## src/rtl/afp_pkg.sv

```systemverilog
// Shared types, constants and helper functions of the ASCII hex frame parser.
package afp_pkg;

  localparam int MAX_DATA   = 32;
  localparam int DATA_DEPTH = 64;
  localparam int ADDR_W     = $clog2(DATA_DEPTH);
  localparam int FILL_W     = $clog2(DATA_DEPTH + 1);
  localparam int POS_W      = 6;

  localparam logic [7:0]  SEP_RESET = 8'd44;
  localparam logic [15:0] CRC_INIT  = 16'hFFFF;
  localparam logic [15:0] CRC_POLY  = 16'h1021;

  localparam logic [2:0] FIELD_ID   = 3'd0;
  localparam logic [2:0] FIELD_SUB  = 3'd1;
  localparam logic [2:0] FIELD_CMD  = 3'd2;
  localparam logic [2:0] FIELD_LEN  = 3'd3;
  localparam logic [2:0] FIELD_DATA = 3'd4;
  localparam logic [2:0] FIELD_CRC  = 3'd5;

  localparam logic [1:0] STAT_OK        = 2'd0;
  localparam logic [1:0] STAT_CRC_ERR   = 2'd1;
  localparam logic [1:0] STAT_MALFORMED = 2'd2;

  typedef struct packed {
    logic [7:0] frame_byte;
    logic       first;
    logic       last;
  } in_item_t;

  typedef struct packed {
    logic             is_header;
    logic [1:0]       status;
    logic [15:0]      frame_id;
    logic [15:0]      sub_id;
    logic [15:0]      opcode;
    logic [15:0]      data_length;
    logic [7:0]       data_value;
    logic [POS_W-1:0] data_position;
    logic             final_res;
  } out_item_t;

  typedef struct packed {
    logic ok;
    logic [3:0] val;
  } hex_t;

  typedef struct packed {
    logic feed;
    logic clr;
    logic rd_en;
    logic rd_sel;
    logic save_c0;
    logic ld_hdr;
    logic ld_data;
    logic k_clr;
    logic k_inc;
  } cmd_t;

  typedef struct packed {
    logic frame_ok;
    logic has_data;
    logic last_k;
  } stat_t;

  function automatic hex_t hex_decode(input logic [7:0] c);
    hex_t h;
    h.ok  = 1'b1;
    h.val = c[3:0];
    if (c >= 8'h30 && c <= 8'h39) begin
      h.val = c[3:0];
    end else if ((c >= 8'h61 && c <= 8'h66) || (c >= 8'h41 && c <= 8'h46)) begin
      h.val = c[3:0] + 4'd9;
    end else begin
      h.ok  = 1'b0;
      h.val = 4'd0;
    end
    return h;
  endfunction

  function automatic logic [15:0] crc_byte(input logic [15:0] crc, input logic [7:0] b);
    logic [15:0] c;
    c = crc ^ {b, 8'h00};
    for (int i = 0; i < 8; i++) begin
      if (c[15]) begin
        c = {c[14:0], 1'b0} ^ CRC_POLY;
      end else begin
        c = {c[14:0], 1'b0};
      end
    end
    return c;
  endfunction

endpackage

```

## src/rtl/afp_dp.sv

```systemverilog
// Datapath: field accumulators, CRC, data character store and result register.
module afp_dp import afp_pkg::*; (
  input  logic        clk,
  input  logic        rst,
  input  cmd_t        cmd,
  input  in_item_t    in_item,
  input  logic        cfg_we,
  input  logic [7:0]  cfg_data,
  output stat_t       stat,
  output out_item_t   out_item
);

  logic [7:0]        separator;
  logic [2:0]        field_number;
  logic [15:0]       crc_value;
  logic [15:0]       id_accum;
  logic [15:0]       subid_accum;
  logic [15:0]       cmd_accum;
  logic [15:0]       len_accum;
  logic [15:0]       remote_crc_accum;
  logic              field_stopped;
  logic [FILL_W-1:0] data_char_count;
  logic [POS_W-1:0]  k;
  logic [7:0]        mem [DATA_DEPTH];
  logic [7:0]        rdata;
  logic              rvalid;
  logic [7:0]        c0;
  logic              c0_ok;
  out_item_t         out_item_next;

  logic              frame_clr;
  logic [7:0]        b;
  hex_t              h;
  logic              is_sep;
  logic              in_fields;
  logic              mem_we;
  logic [ADDR_W-1:0] rd_addr;
  logic [POS_W-1:0]  cnt;
  hex_t              h0;
  hex_t              h1;
  logic              d0_ok;
  logic              d1_ok;
  logic [7:0]        value;

  assign b         = in_item.frame_byte;
  assign h         = hex_decode(b);
  assign is_sep    = (b == separator);
  assign frame_clr = cmd.clr || (cmd.feed && in_item.first);
  assign in_fields = cmd.feed && !in_item.first && (field_number < FIELD_CRC);
  assign mem_we    = in_fields && !is_sep && (field_number == FIELD_DATA) &&
                     (data_char_count < FILL_W'(DATA_DEPTH));
  assign rd_addr   = ADDR_W'({k, cmd.rd_sel});
  assign cnt       = (len_accum > 16'(MAX_DATA)) ? POS_W'(MAX_DATA) : len_accum[POS_W-1:0];

  assign stat.frame_ok = (field_number == FIELD_CRC) && (remote_crc_accum == crc_value);
  assign stat.has_data = (cnt != '0);
  assign stat.last_k   = ((k + POS_W'(1)) == cnt);

  always_ff @(posedge clk) begin
    if (rst) begin
      separator <= SEP_RESET;
    end else if (cfg_we) begin
      separator <= cfg_data;
    end
  end

  always_ff @(posedge clk) begin
    if (rst || frame_clr) begin
      field_number     <= FIELD_ID;
      crc_value        <= CRC_INIT;
      id_accum         <= '0;
      subid_accum      <= '0;
      cmd_accum        <= '0;
      len_accum        <= '0;
      remote_crc_accum <= '0;
      field_stopped    <= 1'b0;
      data_char_count  <= '0;
    end else if (in_fields) begin
      crc_value <= crc_byte(crc_value, b);
      if (is_sep) begin
        field_number  <= field_number + 3'd1;
        field_stopped <= 1'b0;
      end else begin
        case (field_number)
          FIELD_ID: begin
            if (!field_stopped && h.ok) id_accum <= {id_accum[11:0], h.val};
            field_stopped <= field_stopped || !h.ok;
          end
          FIELD_SUB: begin
            if (!field_stopped && h.ok) subid_accum <= {subid_accum[11:0], h.val};
            field_stopped <= field_stopped || !h.ok;
          end
          FIELD_CMD: begin
            if (!field_stopped && h.ok) cmd_accum <= {cmd_accum[11:0], h.val};
            field_stopped <= field_stopped || !h.ok;
          end
          FIELD_LEN: begin
            if (!field_stopped && h.ok) len_accum <= {len_accum[11:0], h.val};
            field_stopped <= field_stopped || !h.ok;
          end
          default: begin
            if (mem_we) data_char_count <= data_char_count + FILL_W'(1);
          end
        endcase
      end
    end else if (cmd.feed && !in_item.first) begin
      if (!field_stopped && h.ok) remote_crc_accum <= {remote_crc_accum[11:0], h.val};
      field_stopped <= field_stopped || !h.ok;
    end
  end

  always_ff @(posedge clk) begin
    if (mem_we) begin
      mem[data_char_count[ADDR_W-1:0]] <= b;
    end
    if (cmd.rd_en) begin
      rdata  <= mem[rd_addr];
      rvalid <= (FILL_W'(rd_addr) < data_char_count);
    end
    if (cmd.save_c0) begin
      c0    <= rdata;
      c0_ok <= rvalid;
    end
  end

  always_ff @(posedge clk) begin
    if (rst || cmd.k_clr) begin
      k <= '0;
    end else if (cmd.k_inc) begin
      k <= k + POS_W'(1);
    end
  end

  assign h0    = hex_decode(c0);
  assign h1    = hex_decode(rdata);
  assign d0_ok = c0_ok && h0.ok;
  assign d1_ok = rvalid && h1.ok;
  assign value = !d0_ok ? 8'd0 : (!d1_ok ? {4'd0, h0.val} : {h0.val, h1.val});

  always_comb begin
    out_item_next = out_item;
    if (cmd.ld_hdr) begin
      out_item_next           = '0;
      out_item_next.is_header = 1'b1;
      out_item_next.final_res = 1'b1;
      if (field_number != FIELD_CRC) begin
        out_item_next.status = STAT_MALFORMED;
      end else if (remote_crc_accum != crc_value) begin
        out_item_next.status = STAT_CRC_ERR;
      end else begin
        out_item_next.status      = STAT_OK;
        out_item_next.frame_id    = id_accum;
        out_item_next.sub_id      = subid_accum;
        out_item_next.opcode      = cmd_accum;
        out_item_next.data_length = len_accum;
        out_item_next.final_res   = !stat.has_data;
      end
    end else if (cmd.ld_data) begin
      out_item_next               = '0;
      out_item_next.status        = STAT_OK;
      out_item_next.data_value    = value;
      out_item_next.data_position = k;
      out_item_next.final_res     = stat.last_k;
    end
  end

  always_ff @(posedge clk) begin
    out_item <= out_item_next;
  end

  a_field_range: assert property (@(posedge clk) disable iff (rst)
    field_number <= FIELD_CRC) else $error("field number past the CRC field");
  a_fill_range: assert property (@(posedge clk) disable iff (rst)
    data_char_count <= FILL_W'(DATA_DEPTH)) else $error("store fill count overflow");
  a_crc_frozen: assert property (@(posedge clk) disable iff (rst)
    ((field_number == FIELD_CRC) && !frame_clr) |=> (crc_value == $past(crc_value)))
    else $error("crc changed inside the CRC field");

endmodule

```

## src/rtl/afp_ctrl.sv

```systemverilog
// Controller: input acceptance, result sequencing and output valid.
module afp_ctrl import afp_pkg::*; (
  input  logic  clk,
  input  logic  rst,
  input  logic  in_valid,
  input  logic  in_last,
  input  logic  out_ready,
  input  stat_t stat,
  output logic  in_ready,
  output logic  out_valid,
  output cmd_t  cmd
);

  typedef enum logic [2:0] {
    ST_IDLE,
    ST_FIN,
    ST_RD0,
    ST_RD1,
    ST_LOAD
  } state_t;

  state_t state;
  state_t state_next;
  logic   out_valid_next;
  logic   slot_free;

  assign in_ready  = (state == ST_IDLE);
  assign slot_free = !out_valid || out_ready;

  always_comb begin
    cmd            = '0;
    state_next     = state;
    out_valid_next = out_valid && !out_ready;
    case (state)
      ST_IDLE: begin
        if (in_valid) begin
          cmd.feed = 1'b1;
          if (in_last) state_next = ST_FIN;
        end
      end
      ST_FIN: begin
        if (slot_free) begin
          cmd.ld_hdr     = 1'b1;
          cmd.k_clr      = 1'b1;
          out_valid_next = 1'b1;
          if (stat.frame_ok && stat.has_data) begin
            state_next = ST_RD0;
          end else begin
            cmd.clr    = 1'b1;
            state_next = ST_IDLE;
          end
        end
      end
      ST_RD0: begin
        cmd.rd_en  = 1'b1;
        state_next = ST_RD1;
      end
      ST_RD1: begin
        cmd.rd_en   = 1'b1;
        cmd.rd_sel  = 1'b1;
        cmd.save_c0 = 1'b1;
        state_next  = ST_LOAD;
      end
      ST_LOAD: begin
        if (slot_free) begin
          cmd.ld_data    = 1'b1;
          cmd.k_inc      = 1'b1;
          out_valid_next = 1'b1;
          if (stat.last_k) begin
            cmd.clr    = 1'b1;
            state_next = ST_IDLE;
          end else begin
            state_next = ST_RD0;
          end
        end
      end
      default: begin
        state_next = ST_IDLE;
      end
    endcase
  end

  always_ff @(posedge clk) begin
    if (rst) begin
      state     <= ST_IDLE;
      out_valid <= 1'b0;
    end else begin
      state     <= state_next;
      out_valid <= out_valid_next;
    end
  end

  a_load_free: assert property (@(posedge clk) disable iff (rst)
    (cmd.ld_hdr || cmd.ld_data) |-> slot_free) else $error("result register overwritten");
  a_one_load: assert property (@(posedge clk) disable iff (rst)
    !(cmd.ld_hdr && cmd.ld_data)) else $error("header and data loaded together");
  a_last_fin: assert property (@(posedge clk) disable iff (rst)
    (in_valid && in_ready && in_last) |=> (state == ST_FIN)) else $error("last item not closed");

endmodule

```

## src/rtl/ascii_hex_frame_parser_crc16_top.sv

```systemverilog
// Top level of the ASCII hex frame parser with CRC-16 check.
//
//  channel  direction  handshake             payload
//  in       input      in_valid / in_ready   in_item  (frame_byte, first, last)
//  out      output     out_valid / out_ready out_item (header or data byte)
//  cfg      input      cfg_valid / cfg_ready cfg_data (field separator)
//
// After the last item the FIN state loads the header; each data byte then passes
// the RD0, RD1 and LOAD states, set by the two reads through the single read port
// of the character store. Reset sets the separator to a comma and clears the parse;
// the store itself is not cleared, its fill count masks stale entries. A stalled
// output holds the sequencer; input is taken only while it is idle.
module ascii_hex_frame_parser_crc16_top import afp_pkg::*; (
  input  logic       clk,
  input  logic       rst,
  input  logic       in_valid,
  output logic       in_ready,
  input  in_item_t   in_item,
  output logic       out_valid,
  input  logic       out_ready,
  output out_item_t  out_item,
  input  logic       cfg_valid,
  output logic       cfg_ready,
  input  logic [7:0] cfg_data
);

  cmd_t  cmd;
  stat_t stat;

  assign cfg_ready = 1'b1;

  afp_ctrl u_ctrl (
    .clk       (clk),
    .rst       (rst),
    .in_valid  (in_valid),
    .in_last   (in_item.last),
    .out_ready (out_ready),
    .stat      (stat),
    .in_ready  (in_ready),
    .out_valid (out_valid),
    .cmd       (cmd)
  );

  afp_dp u_dp (
    .clk      (clk),
    .rst      (rst),
    .cmd      (cmd),
    .in_item  (in_item),
    .cfg_we   (cfg_valid && cfg_ready),
    .cfg_data (cfg_data),
    .stat     (stat),
    .out_item (out_item)
  );

endmodule

```

## config.mk

```make
export PLATFORM = sky130hd
export DESIGN_NAME = ascii_hex_frame_parser_crc16_top
export DESIGN_NICKNAME = d
export VERILOG_FILES = /design/src/rtl/afp_pkg.sv /design/src/rtl/afp_dp.sv /design/src/rtl/afp_ctrl.sv /design/src/rtl/ascii_hex_frame_parser_crc16_top.sv
export SDC_FILE = /design/constraint.sdc
export NUM_CORES = 1
export LEC_CHECK = 0
export ABC_AREA = 1
export BUFFER_PORTS_ARGS = -buffer_cell sky130_fd_sc_hd__buf_4
export CAP_MARGIN = 15
export CORE_MARGIN = 4
export CORE_UTILIZATION = 55
export CTS_BUF_LIST = sky130_fd_sc_hd__clkbuf_4
export DETAILED_ROUTE_END_ITERATION = 7
export PLACE_DENSITY_LB_ADDON = 0.12
export SLEW_MARGIN = 40
export SYNTH_ARGS = -nofsm -noshare
export SYNTH_HDL_FRONTEND = slang
export SYNTH_SLANG_ARGS = --single-unit
```

## constraint.sdc

```tcl
create_clock -name clk -period 9.1 [get_ports clk]
set_input_delay 1.82 -clock clk [delete_from_list [all_inputs] [get_ports clk]]
set_output_delay 1.82 -clock clk [all_outputs]
set_load 0.01 [all_outputs]
```

==> results of run 1 <==
==> flip-flops by register name, summed over array words and instances, names as in the netlist, 7 cells and up <==
name	cells
u_dp.cmd_accum	16
u_dp.remote_crc_accum	16
u_dp.c0	8
u_dp.separator	8
u_dp.len_accum	16
u_dp.subid_accum	16
u_dp.mem	512
u_dp.rdata	8
u_dp.data_char_count	7
u_dp.out_item	82
u_dp.crc_value	16
u_dp.id_accum	16
==> worst register-to-register path, stage by stage (launching register included) <==
cell	delay, ps
dfxtp_1	370
inv_2	90
nand2_1	80
nor2_2	170
nand2_1	70
nor2_1	350
nand2_1	430
inv_2	430
nand2_1	170
nor2_4	320
nand4_1	530
nor2_1	770
==> cells by family after synthesis <==
family,after synthesis,share of synthesized area (%)
buf+inv,346,4.51
flops,737,66.1
other cells,1,0.0119
fa+ha+maj,23,0.917
simple gates,1703,24.0
mux,1,0.0319
xor+xnor,40,1.12
compound gates,208,3.41
==> worst max-delay path by stage <==
stage	from	slack, ps	endpoint	depth (start not counted)
after global routing	in_item[2]	4550	u_dp.remote_crc_accum[13]	16
after detailed placement	in_item[2]	3600	u_dp.remote_crc_accum[4]	16
after CTS	in_item[2]	4720	u_dp.remote_crc_accum[4]	16
after global placement	in_item[2]	3700	u_dp.remote_crc_accum[9]	16
final	in_valid	4750	u_dp.mem[55][3]	9
after floorplan	out_ready	4570	u_dp.out_item[11]	6
==> metal layers <==
layer  track usage [%]  up-vias  wire length, µm
li1                  -    10800                -
met1              33.4    10800            32300
met2              43.1      857            38700
met3              5.73      155             5710
met4              11.0        0             2550
met5                 0        -                0
==> final cells by class <==
| class | count | share of cell area, % |
|---|---|---|
| tap | 756 | 2.69 |
| timing repair buffer | 131 | 2.90 |
| inverter | 192 | 2.09 |
| clock buffer | 268 | 5.72 |
| sequential | 737 | 58.9 |
| clock inverter | 65 | 1.19 |
| antenna | 2 | 0.0142 |
| multi-input combinational | 1976 | 26.5 |
==> cells in the final DEF, fill, tap and decap left out, drive strengths merged, types with 59 or more instances in the layout <==
cell	n
a21oi	151
buf	131
clkbuf	268
clkinv	59
dfxtp	140
edfxtp	597
inv	191
nand2	902
nand3	365
nand3b	66
nor2	241
==> power groups by stage <==
stage | Sequential, mW | Clock (mW) | Combinational [mW]
after floorplan | 3.78 | 0 | 0.0986
final | 3.69 | 2.84 | 0.237
after global placement | 3.76 | 0 | 0.232
after global routing | 3.69 | 3.10 | 0.260
after detailed placement | 3.76 | 0 | 0.238
after CTS | 3.69 | 2.90 | 0.238
==> through the flow <==
step	utilization, %	hold WS (ps)
after floorplan	-	444
after global placement	57.8	450
after detailed placement	57.9	450
after CTS	62.2	469
after global routing	62.3	486
final	62.3	468
==> out/qor.csv, run 1 <==
metric;value;unit
clock_tree.root_cell;clkbuf_4;
die_area;60900;µm²
grt_usage;26.0;%
cts_hold_buf;0;
avgViaCountPerCell;5.48;
critPathKind;primary input to flip-flop;
r2r_cells;11;
layout-drive-gt1-share;13.5;%
grt_max_degree;136;
power_frac_seq;54.5;%
fin_ws;4750;ps
grt_pass1_vias;21800;
power_frac_clock;42.0;%
synth-seq-cells;737;
fill_cells;4690;
layoutNonFillerInstCount;4127;
p_int;5.27;mW
initial_utilization;55.6;%
worst-path-buf-inv;2;
p_sw_share;22.2;%
cts_sinks;737;
required;9720;ps
period_minus_slack;4350;ps
clock.fmax;230;MHz
holdPathStages;2;
routed_wl;79.3;mm
io_buffers;106;
tightest_slew;874;ps
grt_overflow;0;
max_cap_violations;0;
place_area;32700;µm²
final_max_slew_viol_count;0;
fin_area;35200;µm²
cp.arrival;4970;ps
slew_headroom;41.6;%
synth_area_leaders;edfxtp_1, nand2_1, dfxtp_1, nand3_1, nor2_1;
slowest_delay;770;ps
cts_buffers;185;
leakage;13.3;nW
hold_path_class;flip-flop to flip-flop;
antenna_left;0;
clock_latency;1030;ps
postCtsResizedCells;0;
p_total;6.77;mW
antenna_found_initial;1;
synth_edf_count;597;
cp_top_family;simple AND/OR/NAND/NOR gates;
dpl.hpwl;47.3;mm
nets;3269;
p_comb_share;3.5;%
num_rows;87;
switchingPower;1.50;mW
syn_nets;3105;
dpl.cell_count;3792;
die_x;247;µm
tritoncts;built;
r2r_start;u_ctrl.state[0];
crit_path_top_delay_cell;nor2_1;
clock_skew;59.6;ps
clkSlewWorstSetupHoldPaths;70;ps
gp_congestion;0.862;
peakVddDrop;0.124;mV
area_delta_synth_final;12.1;%
wl_per_cell;19.2;µm
yosysSeqAreaShare;66.1;%
hold_violations;0;
yosysUniqueCellTypes;42;
place_ws;3600;ps
synth_warnings;0;
period_share;47.8;%
syn_area;31400;µm²
multi_input_area;9310;µm²
synth_ff_type;edfxtp_1;
clock_path_buffers;3;
drtPass1Iterations;7;
cts.htree.levels;4;
post-synth-top-area-fraction;57.1;%
hold_start;u_dp.out_item[81];
r2r_end;u_dp.mem[55][3];
path_cells;buf_4, nand2_1, nor2_1, nand2_1, inv_2, nand2_1, nor2_4, nand4_1, nor2_1;
drc;0;
io_pins;108;
synth.largest_area_cell;edfxtp_1;
status;complete, no violations;
crit_path_end_kind;flip-flop;
core;56500;µm²
setup_tns;0;ps
cpMostUsedCell;nand2_1;
drt_iter0_drc;1824;
dr_total_vias;22600;
path_max_fanout;25;
syn_avg_cell_area;10.3;µm²
rsz0062_at_grt;no;
yosysMostFrequentCell;nand2_1;
netlist_instances;3059;
synth-async-reset-ratio;0;%
power_density;192;nW/µm²
grt_pass1_wl;121;mm
regToRegSetupSlack;4930;ps
cts_setup_buffers;0;
die_y;247;µm
min_to;u_dp.out_item[81];
seq_area;20700;µm²
setup-violations-final;0;
yosys-top-cells-count;nand2_1, edfxtp_1, nand3_1;
cp-start-kind;primary input;
No activity file was read; power rests on OpenSTA's default activity.
==> run 2: changes to the inputs <==
==> constraint.sdc (replaced) <==
create_clock -name clk -period 3.7 [get_ports clk]
set_input_delay 0.74 -clock clk [delete_from_list [all_inputs] [get_ports clk]]
set_output_delay 0.74 -clock clk [all_outputs]
set_load 0.01 [all_outputs]
==> run 2 against run 1 <==
Net effect:
- clock power rose by 140%
- cell area rose by 2.6%
- first-iteration DRC count rose by 7.2%
- flip-flop and latch count did not move
- critical path type is now flip-flop to flip-flop
- critical endpoint is now u_dp.rdata[4]
- largest cell class unchanged
==> out/qor.csv, run 2 (same netlist as run 1, synthesis figures left out) <==
metric;value;unit;change
path_max_fanout;58;;was 25
path_cells;buf_4, nor2_4, buf_4, a21oi_1, nand3b_1, nand3_1, nand3_1, and2_1;;was buf_4, nand2_1, nor2_1, nand2_1, inv_2, nand2_1, nor2_4, nand4_1, nor2_1
dpl.cell_count;3891;;was 3792
nets;3385;;was 3269
slew_headroom;41.6;%;about the same
grt_usage;27.6;%;was 26.0%
max_cap_violations;0;;unchanged
clock_skew;56.5;ps;was 59.6 ps
tightest_slew;876;ps;was 874 ps
p_total;16.5;mW;was 6.77 mW
layout_commonest_cell;nand2_1;;unchanged
layout_common_cells;nand2_1, edfxtp_1, nand3_1;;unchanged
area_delta_synth_final;15.0;%;was 12.1%
peakVddDrop;0.361;mV;was 0.124 mV
wl_per_cell;19.8;µm;was 19.2 µm
crit_path_top_delay_cell;buf_4;;was nor2_1
die_y;247;µm;unchanged
critPathKind;flip-flop to flip-flop;;was primary input to flip-flop
routed_wl;84.1;mm;was 79.3 mm
required;4460;ps;was 9720 ps
tritoncts;built;;unchanged
leakage;13.9;nW;was 13.3 nW
core;56500;µm²;unchanged
die_area;60900;µm²;unchanged
clock_latency;1030;ps;about the same
slowest_delay;680;ps;was 770 ps
setup-violations-final;0;;unchanged
initial_utilization;55.6;%;unchanged
grt_overflow;0;;unchanged
period_minus_slack;2970;ps;
period_share;80.2;%;
grt_pass1_wl;128;mm;was 121 mm
largest_reg_flops;512;;unchanged
dr_total_vias;23300;;was 22.6k
cts_sinks;737;;unchanged
hold_path_class;primary input to flip-flop;;was flip-flop to flip-flop
io_pins;108;;unchanged
clock_tree.root_cell;clkbuf_4;;unchanged
cp-start-kind;flip-flop;;was primary input
io_buffers;106;;unchanged
grt_max_degree;129;;was 136
power_density;458;nW/µm²;was 192 nW/µm²
drc;0;;unchanged
gp_congestion;0.904;;was 0.862
antenna_found_initial;2;;was 1
dpl.hpwl;52.1;mm;was 47.3 mm
clock.fmax;337;MHz;
cp.arrival;3720;ps;was 4970 ps
setup_tns;0;ps;unchanged
drtPass1Iterations;7;;unchanged
crit_path_end_kind;flip-flop;;unchanged
cts.htree.levels;4;;unchanged
clkSlewWorstSetupHoldPaths;70;ps;about the same
status;complete, no violations;;unchanged
die_x;247;µm;unchanged
postCtsResizedCells;0;;unchanged
layoutNonFillerInstCount;4237;;was 4127
rsz0062_at_grt;no;;unchanged
layout-drive-gt1-share;15.3;%;was 13.5%
clock_path_buffers;3;;unchanged
drt_iter0_drc;1956;;was 1824
hold_violations;0;;unchanged
antenna_left;0;;unchanged
final_max_slew_viol_count;0;;unchanged
cts_buffers;181;;was 185
avgViaCountPerCell;5.50;;was 5.48
num_rows;87;;unchanged
grt_pass1_vias;22800;;was 21.8k
[run 2: changes by cell type in the layout (fill, tap and decap cells not counted), moves of 2 or more]
cell	change
buf_12	+6
buf_4	+96
buf_6	-3
clkbuf_4	-22
clkinv_1	+9
clkinvlp_4	+2
diode_2	+3
dlygate4sd3_1	+20
inv_2	-3
[run 2: worst max-delay path: cells and delay by family (launching register included)]
family	cells	cell delay (ps)
AOI/OAI and AO/OA	1	220
buffers and inverters	2	950
DFF	1	650
and+or+nand+nor	5	840
[run 2: worst paths after layout]
kind / start / end / slack [ps] / cells past startpoint
hold reg to reg: u_dp.out_item[81] / u_dp.out_item[81] / 460 / 2
hold / removal: cfg_valid / u_dp.separator[6] / 140 / 3
setup / recovery: u_dp.k[0] / u_dp.rdata[4] / 730 / 8
setup reg to reg: u_dp.k[0] / u_dp.rdata[4] / 730 / 8
[run 2: where the power goes]
part           internal, mW  switching, mW  total (mW)
registers              9.04         0.0414        9.08
clock network          3.58           3.22        6.80
logic                 0.216          0.439       0.655
total                  12.8           3.70        16.5
[run 2: metal layers]
layer,vias up,global-route usage (%),part of all wire (%)
li1,11100,-,-
met1,11100,35.1,40
met2,1002,45.7,48
met3,177,5.35,7.5
met4,0,13.6,3.9
met5,-,0,0
[run 2: cell type report]
| cell class | instances | area, µm² |
|---|---|---|
| Inverter | 192 | 728 |
| Tap cell | 756 | 946 |
| Timing Repair Buffer | 251 | 2040 |
| Fill cell | 4573 | 20400 |
| Sequential cell | 737 | 20700 |
| Clock buffer | 246 | 1850 |
| Multi-Input combinational cell | 1976 | 9300 |
| Antenna cell | 5 | 12.5 |
| Clock inverter | 74 | 487 |
[run 2: repair_timing]
item,CTS,global route
hold buffers,20,0
hold endpoints to repair,21,0
buffers inserted,0,0
[run 2: metrics by stage]
stage	hold slack [ps]	worst slack (ps)	utilization, %	instance area (µm²)
floorplan	444	250	-	31400
global placement	450	604	59.3	33500
detailed placement	456	404	59.3	33500
CTS	26.8	770	63.8	36000
global route	78.4	602	63.9	36100
finish	142	734	63.9	36100
